**config.mk**
```make
export PLATFORM = sky130hd
export DESIGN_NAME = qsa_front
export DESIGN_NICKNAME = d
export VERILOG_FILES = /design/src/rtl/qsa_pkg.sv /design/src/rtl/qsa_front.sv
export SDC_FILE = /design/constraint.sdc
export NUM_CORES = 2
export LEC_CHECK = 0
export BUFFER_PORTS_ARGS = -buffer_cell sky130_fd_sc_hd__buf_2
export CORE_ASPECT_RATIO = 1.2
export CORE_MARGIN = 4
export CORE_UTILIZATION = 30
export CTS_BUF_LIST = sky130_fd_sc_hd__clkbuf_8
export DETAILED_ROUTE_END_ITERATION = 12
export PLACE_DENSITY = 0.55
export SETUP_SLACK_MARGIN = 0.15
export SYNTH_ARGS = -nofsm -noshare
export SYNTH_HDL_FRONTEND = slang
export SYNTH_SLANG_ARGS = --single-unit
```
**constraint.sdc**
```tcl
create_clock -name clk -period 11.1 [get_ports clk]
set_input_delay 1.11 -clock clk [delete_from_list [all_inputs] [get_ports clk]]
set_output_delay 1.11 -clock clk [all_outputs]
set_load 0.02 [all_outputs]
```
**src/rtl/qsa_pkg.sv**
```systemverilog
// Shared constants and the lane type handed along the divider cell chain of the Q16.16 ALU.
package qsa_pkg;
  localparam int FRACTION_BITS = 16;
  localparam int WORD_BITS = 32;
  localparam int DIV_STEPS = WORD_BITS + FRACTION_BITS;

  localparam logic [2:0] OP_ADD = 3'd0;
  localparam logic [2:0] OP_SUB = 3'd1;
  localparam logic [2:0] OP_MUL = 3'd2;
  localparam logic [2:0] OP_DIV = 3'd3;
  localparam logic [2:0] OP_SINT = 3'd4;
  localparam logic [2:0] OP_UINT = 3'd5;

  localparam logic [31:0] POS_LIMIT = 32'h7fff_ffff;
  localparam logic [31:0] NEG_LIMIT = 32'h8000_0000;

  // Data handed from one divider cell to the next.
  typedef struct packed {
    logic        vld;
    logic [2:0]  op;
    logic        neg;
    logic        dzero;
    logic        aneg;
    logic [31:0] fast;
    logic [32:0] rem;
    logic [31:0] dvd;
    logic [32:0] dvs;
    logic [47:0] quo;
  } qsa_lane_t;
endpackage

```
**src/rtl/qsa_front.sv**
```systemverilog
// Input stage: add, subtract, multiply and conversions, divide operand setup.
module qsa_front
  import qsa_pkg::*;
(
  input  logic               clk,
  input  logic               rst_n,
  input  logic               req,
  input  logic [2:0]         op,
  input  logic signed [31:0] a,
  input  logic signed [31:0] b,
  input  logic signed [32:0] iv,
  output qsa_lane_t          lane_out
);
  logic vld_r;
  logic [2:0] op_r;
  logic signed [31:0] a_r, b_r;
  logic signed [32:0] iv_r;
  logic [31:0] am, bm;
  logic [47:0] hh_r, hl_r, lh_r, ll_r;
  logic [31:0] mag_r, ln_r;
  logic an_r, bn_r;
  logic neg;
  logic [32:0] sum, dif;
  logic [31:0] lim, fast;
  logic [49:0] acc;
  qsa_lane_t lane_r, lane_nxt;

  assign am = a[31] ? 32'(-a) : a;
  assign bm = b[31] ? 32'(-b) : b;

  always_ff @(posedge clk) begin
    if (!rst_n) begin
      vld_r <= 1'b0;
    end else begin
      vld_r <= req;
    end
    op_r <= op;
    a_r  <= a;
    b_r  <= b;
    iv_r <= iv;
    an_r <= a[31];
    bn_r <= b[31];
    hh_r <= 48'(am[31:16] * bm[31:16]);
    hl_r <= 48'(am[31:16] * bm[15:0]);
    lh_r <= 48'(am[15:0] * bm[31:16]);
    ll_r <= 48'(am[15:0] * bm[15:0]);
    mag_r <= am;
    ln_r  <= bm;
  end

  always_comb begin
    neg = an_r ^ bn_r;
    lim = neg ? NEG_LIMIT : POS_LIMIT;
    sum = 33'({a_r[31], a_r} + {b_r[31], b_r});
    dif = 33'({a_r[31], a_r} - {b_r[31], b_r});
    acc = 50'({hh_r[33:0], 16'd0}) + 50'(hl_r) + 50'(lh_r) + 50'(ll_r[47:16]);
    fast = 32'd0;
    case (op_r)
      OP_ADD: fast = (sum[32] != sum[31]) ? (sum[32] ? NEG_LIMIT : POS_LIMIT) : sum[31:0];
      OP_SUB: fast = (dif[32] != dif[31]) ? (dif[32] ? NEG_LIMIT : POS_LIMIT) : dif[31:0];
      OP_MUL: begin
        if (acc >= 50'(lim)) fast = neg ? NEG_LIMIT : POS_LIMIT;
        else fast = neg ? 32'(-acc[31:0]) : acc[31:0];
      end
      OP_SINT: begin
        if ($signed(iv_r) > 33'sd32767) fast = POS_LIMIT;
        else if ($signed(iv_r) < -33'sd32768) fast = NEG_LIMIT;
        else fast = {iv_r[15:0], 16'd0};
      end
      OP_UINT: fast = (iv_r > 33'd32767) ? POS_LIMIT : {iv_r[15:0], 16'd0};
      default: fast = 32'd0;
    endcase
    lane_nxt.vld   = vld_r;
    lane_nxt.op    = op_r;
    lane_nxt.neg   = neg;
    lane_nxt.dzero = (ln_r == 32'd0);
    lane_nxt.aneg  = an_r;
    lane_nxt.fast  = fast;
    lane_nxt.rem   = 33'd0;
    lane_nxt.dvd   = mag_r;
    lane_nxt.dvs   = {1'b0, ln_r};
    lane_nxt.quo   = 48'd0;
  end

  always_ff @(posedge clk) begin
    if (!rst_n) begin
      lane_r.vld <= 1'b0;
    end else begin
      lane_r.vld <= lane_nxt.vld;
    end
    lane_r.op    <= lane_nxt.op;
    lane_r.neg   <= lane_nxt.neg;
    lane_r.dzero <= lane_nxt.dzero;
    lane_r.aneg  <= lane_nxt.aneg;
    lane_r.fast  <= lane_nxt.fast;
    lane_r.rem   <= lane_nxt.rem;
    lane_r.dvd   <= lane_nxt.dvd;
    lane_r.dvs   <= lane_nxt.dvs;
    lane_r.quo   <= lane_nxt.quo;
  end

  assign lane_out = lane_r;
endmodule

```
==> qor.txt <==
Worst Path Max Fanout -> 5
Ys flop type -> dfxtp_1
Syn avg cell area -> 8.78 um2
Detailed-route via count -> 41,100
Final wirelength -> 186,000 um
Initial antenna violation count -> 29
Status -> finished clean
Antenna viol nets, final -> 0
CTS tree -> yes
Post-synthesis cell count -> 5,723
Die ar. -> 174,000 um2
Period utilization -> 88.9%
Final hold violation count -> 0
Hold_buf cts -> 0
Worst R2R Start -> ll_r[17]$_DFF_P_
Post-CTS sizing -> 0
Maxcap violations -> 0
HP Class -> reg -> reg
Number of global-route vias before repair -> 42,000
Fin util -> 33.5%
Synth Cell Area -> 50,200 um2
NumNets Final -> 7,404
Clock-pin slew on the worst setup and hold paths -> 0.08 ns
Std-Cell Rows -> 164
Initial core utilization -> 30.2%
DR pass1 iterations -> 6
DRC viols -> 0
CTS buffer count -> 71
Core area -> 166,000 um2
Global-route wire length before repair -> 274,000 um
Final hold slack -> 0.311 ns
Sequential area share after synthesis -> 15.1%
Total track usage -> 21.1%
Final HPWL from detailed placement -> 151,000 um
# fillers -> 17,300
Setup crit end kind -> register
Pre-CTS setup slack -> 0.549 ns
Fraction of final layout cells sized beyond drive strength 1 -> 9.48%
Slowest CP cell -> fa_1
Setup TNS -> 0 ns
Synth warn -> 0
Number of synthesized register bits -> 378
H-tree depth -> 3
Fin worst setup slack -> 1.23 ns
Critical path required time -> 11.76 ns
Clock buffer depth -> 3
Clock skew -> 0.0722 ns
Clock Sink Count -> 378
Distinct cells, synth -> 92
RSZ-0062 raised after global routing -> false
Worst setup path start -> a[5]
Global route total overflow -> 0
Die Span Y -> 456 um
Final GP Congestion -> 0.947
Setup-failing EPs final -> 0
Min Tclk post-route -> 9.87 ns
DIE WIDTH -> 382 um
Vias per cell -> 4.98
Fraction of registers with async set/reset -> 0%
CTS Root Cell -> clkbuf_8
Slowest stage delay, CP -> 0.57 ns
Rel. slew slack -> 22.6%
Number of I/O pins -> 288
Postcts setup bufs -> 0
Arrival time of the worst setup path -> 10.53 ns
Crit start category -> input pin
Actual slew at the worst max-slew pin -> 1.15 ns
Worst-skew pair later-pin latency -> 0.80 ns
Routed length per instance -> 22.5 um
Port-buffer cells -> 205
Initial DRC Count -> 3,183
Final Max Slew Viols -> 0
Hold_sp -> mag_r[27]$_DFF_P_
Area growth, synth to finish -> 11.1%
EDFF count, synth -> 0
Most used cell along the critical path -> fa_1
Critical setup path kind -> in -> reg
Max Fclk -> 101 MHz
Largest net degree at the start of global routing -> 43
-- synth_stat cells (24+ instances only) --
master / n / area, um2
o21bai_1: 38 / 285
nand3_1: 60 / 300
a31oi_1: 28 / 175
nor2b_1: 25 / 156
o21ai_0: 118 / 591
nand2b_1: 28 / 175
a21o_1: 64 / 480
nor2_1: 606 / 2270
a21oi_1: 195 / 976
nand4_1: 26 / 163
nand2_1: 697 / 2620
ha_1: 544 / 6810
and3_1: 27 / 169
o211ai_1: 31 / 233
buf_4: 83 / 623
inv_1: 1011 / 3790
clkbuf_1: 182 / 683
or3_1: 24 / 150
xor2_1: 88 / 771
fa_1: 810 / 16200
nor4_1: 35 / 219
xnor2_1: 149 / 1310
nor3_1: 72 / 360
dfxtp_1: 378 / 7570
-- path summary, 6_finish.rpt --
kind	depth (start not counted)	slack, ns	to
hold reg to reg	0	0.31	lane_out[108]$_DFF_P_
setup / recovery	32	1.23	hl_r[31]$_DFF_P_
hold / removal	0	0.31	lane_out[108]$_DFF_P_
setup reg to reg	26	2.71	lane_out[176]$_DFF_P_
-- critical path: cells and delay by family --
kind / cells / cell delay, ns
AOI/OAI and AO/OA: 9 / 2.04
buffers and inverters: 6 / 0.58
and+or+nand+nor: 9 / 3.26
adders and majority gates: 7 / 3.40
xor gates and xnor gates: 1 / 0.13
-- stage by stage --
step / instance area (um2) / cells
6_report: 55800 / 8258
5_1_grt: 55800 / 8252
4_1_cts: 55800 / 8242
3_5_place_dp: 54300 / 8115
3_3_place_gp: 54300 / 8115
2_1_floorplan: 50500 / 5804
-- cell type report --
class,count,area [um2],area share [%]
Antenna cell,16,40.0,0.0717
Clock buffer,83,1140,2.05
Tap cell,2241,2800,5.02
Timing Repair Buffer,371,2270,4.07
Sequential cell,378,7570,13.6
Multi-Input combinational cell,4089,37700,67.6
Inverter,1036,3890,6.98
Clock inverter,44,355,0.637
-- flip-flops by register name (all words and copies together), names as in the netlist, 3 cells and up --
| signal | cells |
|---|---|
| a_r | 31 |
| b_r | 31 |
| hh_r | 32 |
| hl_r | 32 |
| iv_r | 33 |
| lane_out | 103 |
| lh_r | 32 |
| ll_r | 16 |
| ln_r | 32 |
| mag_r | 32 |
| op_r | 3 |
-- cells in the final DEF, fill, tap and decap left out, types with 26 or more instances in the layout --
| master | netlist | layout |
|---|---|---|
| inv_1 | 1011 | 1027 |
| fa_1 | 810 | 810 |
| nand2_1 | 697 | 697 |
| nor2_1 | 606 | 606 |
| ha_1 | 544 | 544 |
| dfxtp_1 | 378 | 378 |
| buf_2 | 21 | 205 |
| a21oi_1 | 195 | 195 |
| buf_4 | 83 | 166 |
| xnor2_1 | 149 | 144 |
| o21ai_0 | 118 | 118 |
| clkbuf_8 | 0 | 83 |
| conb_1 | 1 | 82 |
| nor3_1 | 72 | 72 |
| xor2_1 | 88 | 71 |
| a21o_1 | 64 | 64 |
| nand3_1 | 60 | 60 |
| o21bai_1 | 38 | 38 |
| nor4_1 | 35 | 34 |
| o211ai_1 | 31 | 31 |
| nand2b_1 | 28 | 28 |
| a31oi_1 | 28 | 28 |
| and3_1 | 27 | 27 |
| nand4_1 | 26 | 26 |
-- per-layer routing --
layer / up-vias / wire, um / GRT usage (%)
met5: - / 26 / 0
met4: 4 / 10100 / 10.0
met3: 423 / 14200 / 4.20
met2: 1710 / 87900 / 35.0
met1: 20600 / 73900 / 26.2
li1: 18300 / - / -
-- logic make-up after synthesis --
kind of cell	share of synthesized area (%)
simple gates	14.7
fa+ha+maj	45.8
buf+inv	10.8
compound gates	9.21
flops	15.1
xor+xnor	4.23
mux	0.169
other cells	0.00746
Power is not shown: default switching activity piles up to over one toggle a cycle in this logic, so the estimate is an artifact.
