--- config.mk ---
export PLATFORM = sky130hd
export DESIGN_NAME = qsa_cell
export DESIGN_NICKNAME = d
export VERILOG_FILES = /design/src/rtl/qsa_pkg.sv /design/src/rtl/qsa_cell.sv
export SDC_FILE = /design/constraint.sdc
export NUM_CORES = 1
export LEC_CHECK = 0
export ABC_AREA = 1
export CORE_UTILIZATION = 30
export CTS_CLUSTER_SIZE = 30
export DETAILED_ROUTE_END_ITERATION = 8
export DONT_BUFFER_PORTS = 1
export PLACE_DENSITY = 0.5
export SLEW_MARGIN = 20
export SYNTH_ARGS = -nofsm -noshare
export SYNTH_HDL_FRONTEND = slang
export SYNTH_SLANG_ARGS = --single-unit
--- constraint.sdc ---
create_clock -name clk -period 2.49 [get_ports clk]
set_input_delay 0 -clock clk [delete_from_list [all_inputs] [get_ports clk]]
set_output_delay 0 -clock clk [all_outputs]
set_load 0.01 [all_outputs]
--- src/rtl/qsa_pkg.sv ---
// Shared constants and the lane type handed along the divider cell chain of the Q16.16 ALU.
package qsa_pkg;
  localparam int FRACTION_BITS = 16;
  localparam int WORD_BITS = 32;
  localparam int DIV_STEPS = WORD_BITS + FRACTION_BITS;

  localparam logic [2:0] OP_ADD = 3'd0;
  localparam logic [2:0] OP_SUB = 3'd1;
  localparam logic [2:0] OP_MUL = 3'd2;
  localparam logic [2:0] OP_DIV = 3'd3;
  localparam logic [2:0] OP_SINT = 3'd4;
  localparam logic [2:0] OP_UINT = 3'd5;

  localparam logic [31:0] POS_LIMIT = 32'h7fff_ffff;
  localparam logic [31:0] NEG_LIMIT = 32'h8000_0000;

  // Data handed from one divider cell to the next.
  typedef struct packed {
    logic        vld;
    logic [2:0]  op;
    logic        neg;
    logic        dzero;
    logic        aneg;
    logic [31:0] fast;
    logic [32:0] rem;
    logic [31:0] dvd;
    logic [32:0] dvs;
    logic [47:0] quo;
  } qsa_lane_t;
endpackage

--- src/rtl/qsa_cell.sv ---
// One restoring divide step per cell; a non-divide result rides along unchanged.
module qsa_cell
  import qsa_pkg::*;
(
  input  logic      clk,
  input  logic      rst_n,
  input  qsa_lane_t lane_in,
  output qsa_lane_t lane_out
);
  qsa_lane_t lane_r, lane_nxt;
  logic [33:0] trial;

  always_comb begin
    lane_nxt = lane_in;
    trial = {lane_in.rem, lane_in.dvd[31]};
    lane_nxt.dvd = {lane_in.dvd[30:0], 1'b0};
    if (trial >= {1'b0, lane_in.dvs}) begin
      lane_nxt.rem = 33'(trial - {1'b0, lane_in.dvs});
      lane_nxt.quo = {lane_in.quo[46:0], 1'b1};
    end else begin
      lane_nxt.rem = trial[32:0];
      lane_nxt.quo = {lane_in.quo[46:0], 1'b0};
    end
  end

  always_ff @(posedge clk) begin
    if (!rst_n) begin
      lane_r.vld <= 1'b0;
    end else begin
      lane_r.vld <= lane_nxt.vld;
    end
    lane_r.op    <= lane_nxt.op;
    lane_r.neg   <= lane_nxt.neg;
    lane_r.dzero <= lane_nxt.dzero;
    lane_r.aneg  <= lane_nxt.aneg;
    lane_r.fast  <= lane_nxt.fast;
    lane_r.rem   <= lane_nxt.rem;
    lane_r.dvd   <= lane_nxt.dvd;
    lane_r.dvs   <= lane_nxt.dvs;
    lane_r.quo   <= lane_nxt.quo;
  end

  assign lane_out = lane_r;
endmodule

==> results.toml, run 1 <==
[route]
dr.pass1.iters = 4
ant_nets = 0
drtIter0Drc = 203
vias = 5908
routed_wl_um = 25600
post_drt_wl_per_cell_um = 18.4
viasPerCell = 4.24
drcViolationCount = 0

[sta]
period_minus_slack_ns = 2.12
finalSetupViolations = 0
finalHoldViolations = 1
slew_viol_final = 0
fin_crit_sh_pct = 85.3
fmax_mhz = 471
tns_ns = 0
rsz0062_at_grt = "no"
whs_ns = -0.00107

[yosys]
yosys_warnings = 0
syn_area_per_cell_um2 = 8.09
synth_top_cell_by_area = "dfxtp_1"
netlist_instances = 867
netlist.area_leader.share_pct = 52.5
synth_nets = 1088
syn_area_um2 = 7010
ys_types = 34
synth_area_leaders = "dfxtp_1 (53%), nand2_1 (16%), inv_1 (8.4%), ha_1 (5.9%), nand3_1 (3.6%)"
synth_edf_count = 0
ys_seq_area_share_pct = 52.5
ys_ff_latch = 184
ys.flop_type = "dfxtp_1"
synthArstFlopShare_pct = 0

[placement]
io_buffers = 0
globalplace.congestion = 0.837
dpl.hpwl_um = 19500

[floorplan]
die_height_um = 155
dieWidth_um = 155
initial_core_util_pct = 30.8
pin_count = 372
die_area_um2 = 24000
core_um2 = 22800
row_count = 55

[critical_path]
crit_type = "in -> reg"
worst_setup_path_startpoint = "lane_in[112]"
cp_max_fo = 23
crit_chain = "dlygate4sd3_1 > inv_1 > ha_1 > inv_1 > fa_1 > nand3_1 > nand3_2 > nand2_1 > nand2_2 > nand2_4 > buf_4 > nand3_1 > nand2_1"
arrival_ns = 2.50
critPathMaxStageDelay_ns = 0.54
required_ns = 2.87
worst_path_max_delay_cell = "dlygate4sd3_1"
endpoint_kind = "flop"
crit_end = "lane_out[134]$_DFF_P_"
startpoint_type = "input pin"

[global_routing]
grt_pass1_wl_um = 37100
busiest_layer = "met2"
grtUsageMet3_pct = 6.94
grt_util_met2_pct = 36.8
grt_use_total_pct = 21.3
antenna_found_initial = 8
grt_pass1_vias = 6159
grt_max_degree = 36
met1_usage_pct = 24.1
grt_overflow = 0

[clock_tree]
cts_sinks = 184
clock-root-buffer = "clkbuf_16"
cts-buffers-inserted = 17
post_cts_resize_count = 0
postCtsSetupBuffers = 0
cts_tree = "built"
cts_max_level = 4
clockBufferDepth = 2
holdBufCountCts = 184
path_clk_slew_ns = 0.08

[layout]
synthToLayoutAreaGrowth_pct = 40.0
multiInputGateArea_um2 = 2660
most-common-layout-cells = "nand2_1 (293), dlygate4sd3_1 (184), dfxtp_1 (184)"
fin_util_pct = 43.1
finalNetCount = 1284
largest_reg_flops = 184
regArea_um2 = 3680
fillers = 2283
layout_commonest_cell = "nand2_1"
drive_above_1_share_pct = 6.32

[pwr]
ir_worst_vdd_uv = 427
leakage_nw = 4.91
power_density_nw_per_um2 = 745

[status]
failed_checks = "hold timing"
status = "complete, but fails checks"

[job]
maxCapViolCount = 0

[hold_path]
hold_path.class = "in -> reg"
[cell families (layout without fill, tap and decap cells)]
group	count (synthesis)	in the layout	share of synthesized area [%]
other cells	1	6	0.0535
flops	184	184	52.5
compound gates	25	25	1.94
fa+ha+maj	34	34	6.17
simple gates	441	441	28.0
xor+xnor	14	14	1.75
buf+inv	168	377	9.60
[power breakdown]
part           total (W)  switching, W  leakage [nW]  internal, W
clock network    0.00282       0.00144         0.300      0.00138
registers        0.00344      0.000260          1.55      0.00318
logic            0.00105      0.000584          3.06     0.000462
[area by class of cell]
| class | instances | area share [%] |
|---|---|---|
| flip-flops and latches | 184 | 37.5 |
| multi-input cells | 515 | 27.1 |
| repair buffers | 187 | 19.0 |
| inverters | 158 | 6.04 |
| clock buffers | 17 | 4.33 |
| well taps | 313 | 3.99 |
| clock inverters | 15 | 1.94 |
| diodes | 5 | 0.127 |
[routing by layer]
metal,wire [um],vias to the layer above
met5,41,-
met4,877,6
met2,12300,210
li1,-,3013
met1,10600,2639
met3,1780,40
[worst max-delay path, delay by kind of cell]
kind,cells,cell delay (ns)
fa+ha+maj,2,0.57
buf+inv,4,1.03
simple gates,7,0.87
[synthesized netlist by cell type, types with 2 or more instances]
cell type,count
or2_2,2
buf_2,6
a21o_1,2
ha_1,33
nand2_2,5
xor2_1,13
nor3_1,8
nand3b_1,11
buf_6,2
nor2_2,4
dfxtp_1,184
inv_1,157
nand2_1,293
and2_1,5
nand3_1,51
nand4_1,2
a21oi_1,20
nand3_2,15
nor2_1,39
[stage by stage]
step | cell area, um2 | worst slack, ns | power, W | std cells | hold WS, ns
floorplan | 7010 | 0.987 | 0.00406 | 867 | 0.0277
global placement | 7350 | 0.508 | 0.00432 | 1173 | 0.0278
detailed placement | 7350 | 0.444 | 0.00432 | 1173 | 0.0278
CTS | 9810 | 0.351 | 0.00739 | 1389 | 0.00143
global route | 9810 | 0.139 | 0.00766 | 1391 | 0.0276
finish | 9820 | 0.367 | 0.00731 | 1394 | -0.00107
[worst min-delay path by stage]
stage,startpoint,endpoint,depth (start not counted)
2_1_floorplan,lane_in[99],lane_out[100]$_DFF_P_,0
4_1_cts,lane_in[132],lane_out[133]$_DFF_P_,4
6_report,lane_in[134],lane_out[135]$_DFF_P_,4
3_5_place_dp,lane_in[89],lane_out[90]$_DFF_P_,0
5_1_grt,lane_in[55],lane_out[120]$_DFF_P_,5
3_3_place_gp,lane_in[34],lane_out[35]$_DFF_P_,0
Power figures use the tool's default switching activity.
==> run 2: changes to the inputs <==
--- a/config.mk
+++ b/config.mk
@@ -6,11 +6,14 @@
 export NUM_CORES = 1
 export LEC_CHECK = 0
 export ABC_AREA = 1
+export CELL_PAD_IN_SITES_DETAIL_PLACEMENT = 1
+export CELL_PAD_IN_SITES_GLOBAL_PLACEMENT = 1
 export CORE_UTILIZATION = 30
 export CTS_CLUSTER_SIZE = 30
 export DETAILED_ROUTE_END_ITERATION = 8
 export DONT_BUFFER_PORTS = 1
-export PLACE_DENSITY = 0.5
+export PLACE_DENSITY = 0.64
+export RECOVER_POWER = 100
 export SLEW_MARGIN = 20
 export SYNTH_ARGS = -nofsm -noshare
 export SYNTH_HDL_FRONTEND = slang
==> run 2 against run 1 <==
Effect of this change:
- the run now ends clean
- sequential power about the same
- first-iteration DRC count up 29%
- clock-buffer cell count up 1
- die area unchanged
- fmax down 4.3%
- via count up 4.2%
- flip-flop and latch count unchanged
- non-clock buffer count unchanged
==> results.toml, run 2 (synthesized netlist as in run 1, its figures left out) <==
[pwr]
power_density_nw_per_um2 = 748
leakage_nw = 4.90
ir_worst_vdd_uv = 397

[floorplan]
row_count = 55
die_height_um = 155
die_area_um2 = 24000
dieWidth_um = 155
core_um2 = 22800
initial_core_util_pct = 30.8
pin_count = 372

[status]
status = "complete, no violations"

[hold_path]
hold_end = "lane_out[132]$_DFF_P_"
hold_path.class = "in -> reg"
hp-start = "lane_in[131]"
holdPathStages = 4

[critical_path]
crit_type = "in -> reg"
endpoint_kind = "flop"
crit_chain = "dlygate4sd3_1 > inv_1 > ha_1 > inv_1 > fa_1 > nand3_1 > nand3_2 > nand2_1 > nand2_1 > nand2_4 > buf_4 > nand3_1 > nand2_1"
worst_path_max_delay_cell = "dlygate4sd3_1"
required_ns = 2.87
critPathMaxStageDelay_ns = 0.54
startpoint_type = "input pin"
crit_top_cell = "nand2_1"
cp_max_fo = 23
arrival_ns = 2.59

[layout]
largest_reg_flops = 184
layout_commonest_cell = "nand2_1"
most-common-layout-cells = "nand2_1 (294), dlygate4sd3_1 (184), dfxtp_1 (184)"
finalNetCount = 1284
drive_above_1_share_pct = 6.04
synthToLayoutAreaGrowth_pct = 39.8
fin_util_pct = 43.1
fillers = 2685
finalInstanceArea_um2 = 9810

[clock_tree]
clockBufferDepth = 2
post_cts_resize_count = 0
cts_sinks = 184
cts_tree = "built"
cts_max_level = 4
postCtsSetupBuffers = 0
clock-root-buffer = "clkbuf_16"
path_clk_slew_ns = 0.08
cts-buffers-inserted = 17

[sta]
tns_ns = 0
finalHoldViolations = 0
period_minus_slack_ns = 2.22
rsz0062_at_grt = "no"
fin_crit_sh_pct = 89.0
slew_viol_final = 0
finalSetupViolations = 0
fmax_mhz = 451

[placement]
globalplace.congestion = 0.827
dpl.hpwl_um = 21800
io_buffers = 0
place_area_um2 = 7350

[global_routing]
grt_overflow = 0
grt_max_degree = 36
grt_pass1_wl_um = 41300
grt_pass1_vias = 6531
antenna_found_initial = 10
grt_use_total_pct = 23.9

[route]
viasPerCell = 4.41
post_drt_wl_per_cell_um = 20.6
dr.pass1.iters = 4
drcViolationCount = 0
routed_wl_um = 28800
vias = 6156
ant_nets = 0
drtIter0Drc = 261

[job]
maxCapViolCount = 0
-- run 2: timing repair --
item | in CTS | in global routing
endpoints found under the hold margin | 183 | 0
endpoints found under the setup margin | 0 | 0
hold buffers | 184 | 0
-- run 2: where the power goes --
group	leakage, nW	internal, W	switching (W)	total (W)
Combinational	3.05	0.000461	0.000618	0.00108
Sequential	1.55	0.00318	0.000265	0.00345
Clock	0.297	0.00139	0.00141	0.00280
Total	4.90	0.00504	0.00229	0.00733
-- run 2: worst max-delay path: cells and delay by family --
kind          cells  cell delay [ns]
fa+ha+maj         2             0.57
buf+inv           4             1.05
simple gates      7             0.95
-- run 2: layer usage --
metal,track usage (%),share of wire [%]
met5,0,0.20
met1,28.2,41
met3,6.91,7.5
met2,42.1,50
met4,6.51,1.7
-- run 2: worst max path at each step --
| stage | startpoint | end | slack, ns |
|---|---|---|---|
| 2_1_floorplan | lane_in[112] | lane_out[138]$_DFF_P_ | 0.99 |
| 3_3_place_gp | lane_in[112] | lane_out[121]$_DFF_P_ | 0.49 |
| 3_5_place_dp | lane_in[112] | lane_out[133]$_DFF_P_ | 0.42 |
| 4_1_cts | lane_in[112] | lane_out[133]$_DFF_P_ | 0.32 |
| 5_1_grt | lane_in[112] | lane_out[120]$_DFF_P_ | 0.07 |
| 6_report | lane_in[112] | lane_out[120]$_DFF_P_ | 0.27 |
-- run 2: cell type report --
type                            count  area (um2)  share of cell area, %
Sequential cell                   184        3680                   37.6
Multi-Input combinational cell    515        2650                   27.0
Timing Repair Buffer              187        1860                   19.0
Inverter                          158         593                   6.05
Clock buffer                       18         439                   4.48
Tap cell                          313         392                   3.99
Clock inverter                     14         173                   1.76
Antenna cell                        7        17.5                  0.179
-- run 2: through the flow --
stage	hold WS, ns	worst slack (ns)	power, W	instances
after floorplan	0.0277	0.987	0.00406	867
after global placement	0.0278	0.492	0.00433	1173
after detailed placement	0.0277	0.419	0.00434	1173
after CTS	0.000799	0.320	0.00740	1389
after global routing	0.0238	0.0742	0.00768	1391
final	0.0168	0.273	0.00733	1396
==> run 3: changes to the inputs <==
--- a/config.mk
+++ b/config.mk
@@ -8,13 +8,15 @@
 export ABC_AREA = 1
 export CELL_PAD_IN_SITES_DETAIL_PLACEMENT = 1
 export CELL_PAD_IN_SITES_GLOBAL_PLACEMENT = 1
-export CORE_UTILIZATION = 30
+export CORE_AREA = 2 2 142 144
 export CTS_CLUSTER_SIZE = 30
 export DETAILED_ROUTE_END_ITERATION = 8
+export DIE_AREA = 0 0 144 146
 export DONT_BUFFER_PORTS = 1
-export PLACE_DENSITY = 0.64
+export PLACE_DENSITY = 0.73
 export RECOVER_POWER = 100
 export SLEW_MARGIN = 20
 export SYNTH_ARGS = -nofsm -noshare
 export SYNTH_HDL_FRONTEND = slang
 export SYNTH_SLANG_ARGS = --single-unit
+export TNS_END_PERCENT = 5
==> run 3 against run 2 <==
Effect of this change:
- utilization increased by 7.2 points
- flip-flop and latch count unchanged
- first-iteration DRC count increased by 10%
- largest cell class unchanged
- routed wire length increased by 4.4%
- largest power group unchanged
==> results.toml, run 3 (synthesized netlist as in run 1, its figures left out) <==
[status]
status = "complete, no violations"

[layout]
largest_reg_flops = 184
most-common-layout-cells = "nand2_1 (293), dlygate4sd3_1 (184), dfxtp_1 (184)"
synthToLayoutAreaGrowth_pct = 38.4
multiInputGateArea_um2 = 2640
finalNetCount = 1284
layout_commonest_cell = "nand2_1"
fillers = 2310
regArea_um2 = 3680
drive_above_1_share_pct = 5.95

[sta]
finalSetupViolations = 0
fin_crit_sh_pct = 91.5
slew_viol_final = 0
fmax_mhz = 439
tns_ns = 0
period_minus_slack_ns = 2.28
finalHoldViolations = 0
whs_ns = 0.00899
rsz0062_at_grt = "no"

[hold_path]
hold_path.class = "in -> reg"

[placement]
io_buffers = 0
globalplace.congestion = 0.871
dpl.hpwl_um = 21100

[clock_tree]
clock-root-buffer = "clkbuf_16"
path_clk_slew_ns = 0.07
postCtsSetupBuffers = 0
cts_tree = "built"
cts_sinks = 184
clockBufferDepth = 2
cts-buffers-inserted = 17
cts_max_level = 4

[global_routing]
grt_use_total_pct = 28.4
grt_pass1_wl_um = 43700
grt_pass1_vias = 6935
antenna_found_initial = 11
grt_overflow = 0
grt_max_degree = 36

[pwr]
leakage_nw = 4.89
finalPower_w = 0.00724
p_switching_w = 0.00225
p_int_w = 0.00499
p_clk_share_pct = 37.0
seq_power_share_pct = 47.7
power_density_nw_per_um2 = 745
pwr-share-comb_pct = 15.4
ir_worst_vdd_uv = 429
p_sw_share_pct = 31.1

[route]
dr.pass1.iters = 4
post_drt_wl_per_cell_um = 22.3
viasPerCell = 4.67
drtIter0Drc = 288
routed_wl_um = 30000
ant_nets = 0
vias = 6300
drcViolationCount = 0

[floorplan]
dieWidth_um = 144
core_um2 = 19300
row_count = 51
initial_core_util_pct = 36.3
die_area_um2 = 21000
die_height_um = 146
pin_count = 372

[critical_path]
startpoint_type = "input pin"
cp_max_fo = 24
required_ns = 2.85
crit_type = "in -> reg"
endpoint_kind = "flop"
arrival_ns = 2.63

[job]
maxCapViolCount = 0
-- run 3: cell types whose count changed in the layout (fill, tap and decap cells not counted) --
cell and delta:
inv_6 +3, clkinv_8 -2, clkbuf_1 +1, clkbuf_8 -1, clkinv_2 +1, clkinv_4 -1, inv_12 -1, nand2_1 -1
nand2_2 +1, nand3_1 +1, nand3_2 -1
-- run 3: worst paths after layout --
path	start	endpoint	slack [ns]	cells after the start
setup / recovery	lane_in[112]	lane_out[118]$_DFF_P_	0.21	13
hold / removal	lane_in[131]	lane_out[132]$_DFF_P_	0.009	4
-- run 3: through the flow --
stage          area, um2  setup slack (ns)  cells  util [%]
2_1_floorplan       7010             0.987    867         -
3_3_place_gp        7290             0.509   1125      37.7
3_5_place_dp        7290             0.433   1125      37.7
4_1_cts             9710             0.314   1341      50.2
5_1_grt             9700            0.0638   1345      50.2
6_report            9710             0.212   1348      50.2
-- run 3: worst max-delay path: stages --
cell and delay, ns:
dlygate4sd3_1 0.54, inv_1 0.07, ha_1 0.14, inv_1 0.09
fa_1 0.43, nand3_1 0.12, nand3_2 0.17, nand2_1 0.14
nand2_2 0.09, nand2_4 0.17, buf_4 0.34, nand3_1 0.16
nand2_1 0.15
-- run 3: cell type report --
class	count	share of cell area, %
Sequential cell	184	37.9
Timing Repair Buffer	187	19.2
Clock inverter	14	1.51
Multi-Input combinational cell	515	27.2
Tap cell	265	3.42
Inverter	158	6.11
Clock buffer	18	4.42
Antenna cell	7	0.180
-- run 3: layer usage --
layer	global-route usage (%)	vias to the layer above	part of all wire (%)
met2	50.2	256	50
met4	10.2	10	3.2
met1	32.2	2961	39
met5	0	-	0.24
met3	8.33	61	7.4
li1	-	3012	-
-- run 3: power groups by stage --
stage / logic, W / registers [W] / clock network, W
2_1_floorplan: 0.000622 / 0.00344 / 0
3_3_place_gp: 0.000786 / 0.00352 / 0
3_5_place_dp: 0.000804 / 0.00351 / 0
4_1_cts: 0.00108 / 0.00345 / 0.00268
5_1_grt: 0.00124 / 0.00346 / 0.00285
6_report: 0.00111 / 0.00345 / 0.00267
-- run 3: timing repair --
action,in CTS,in global routing
hold endpoints to repair,183,0
resized for setup,0,0
hold buffers,184,0
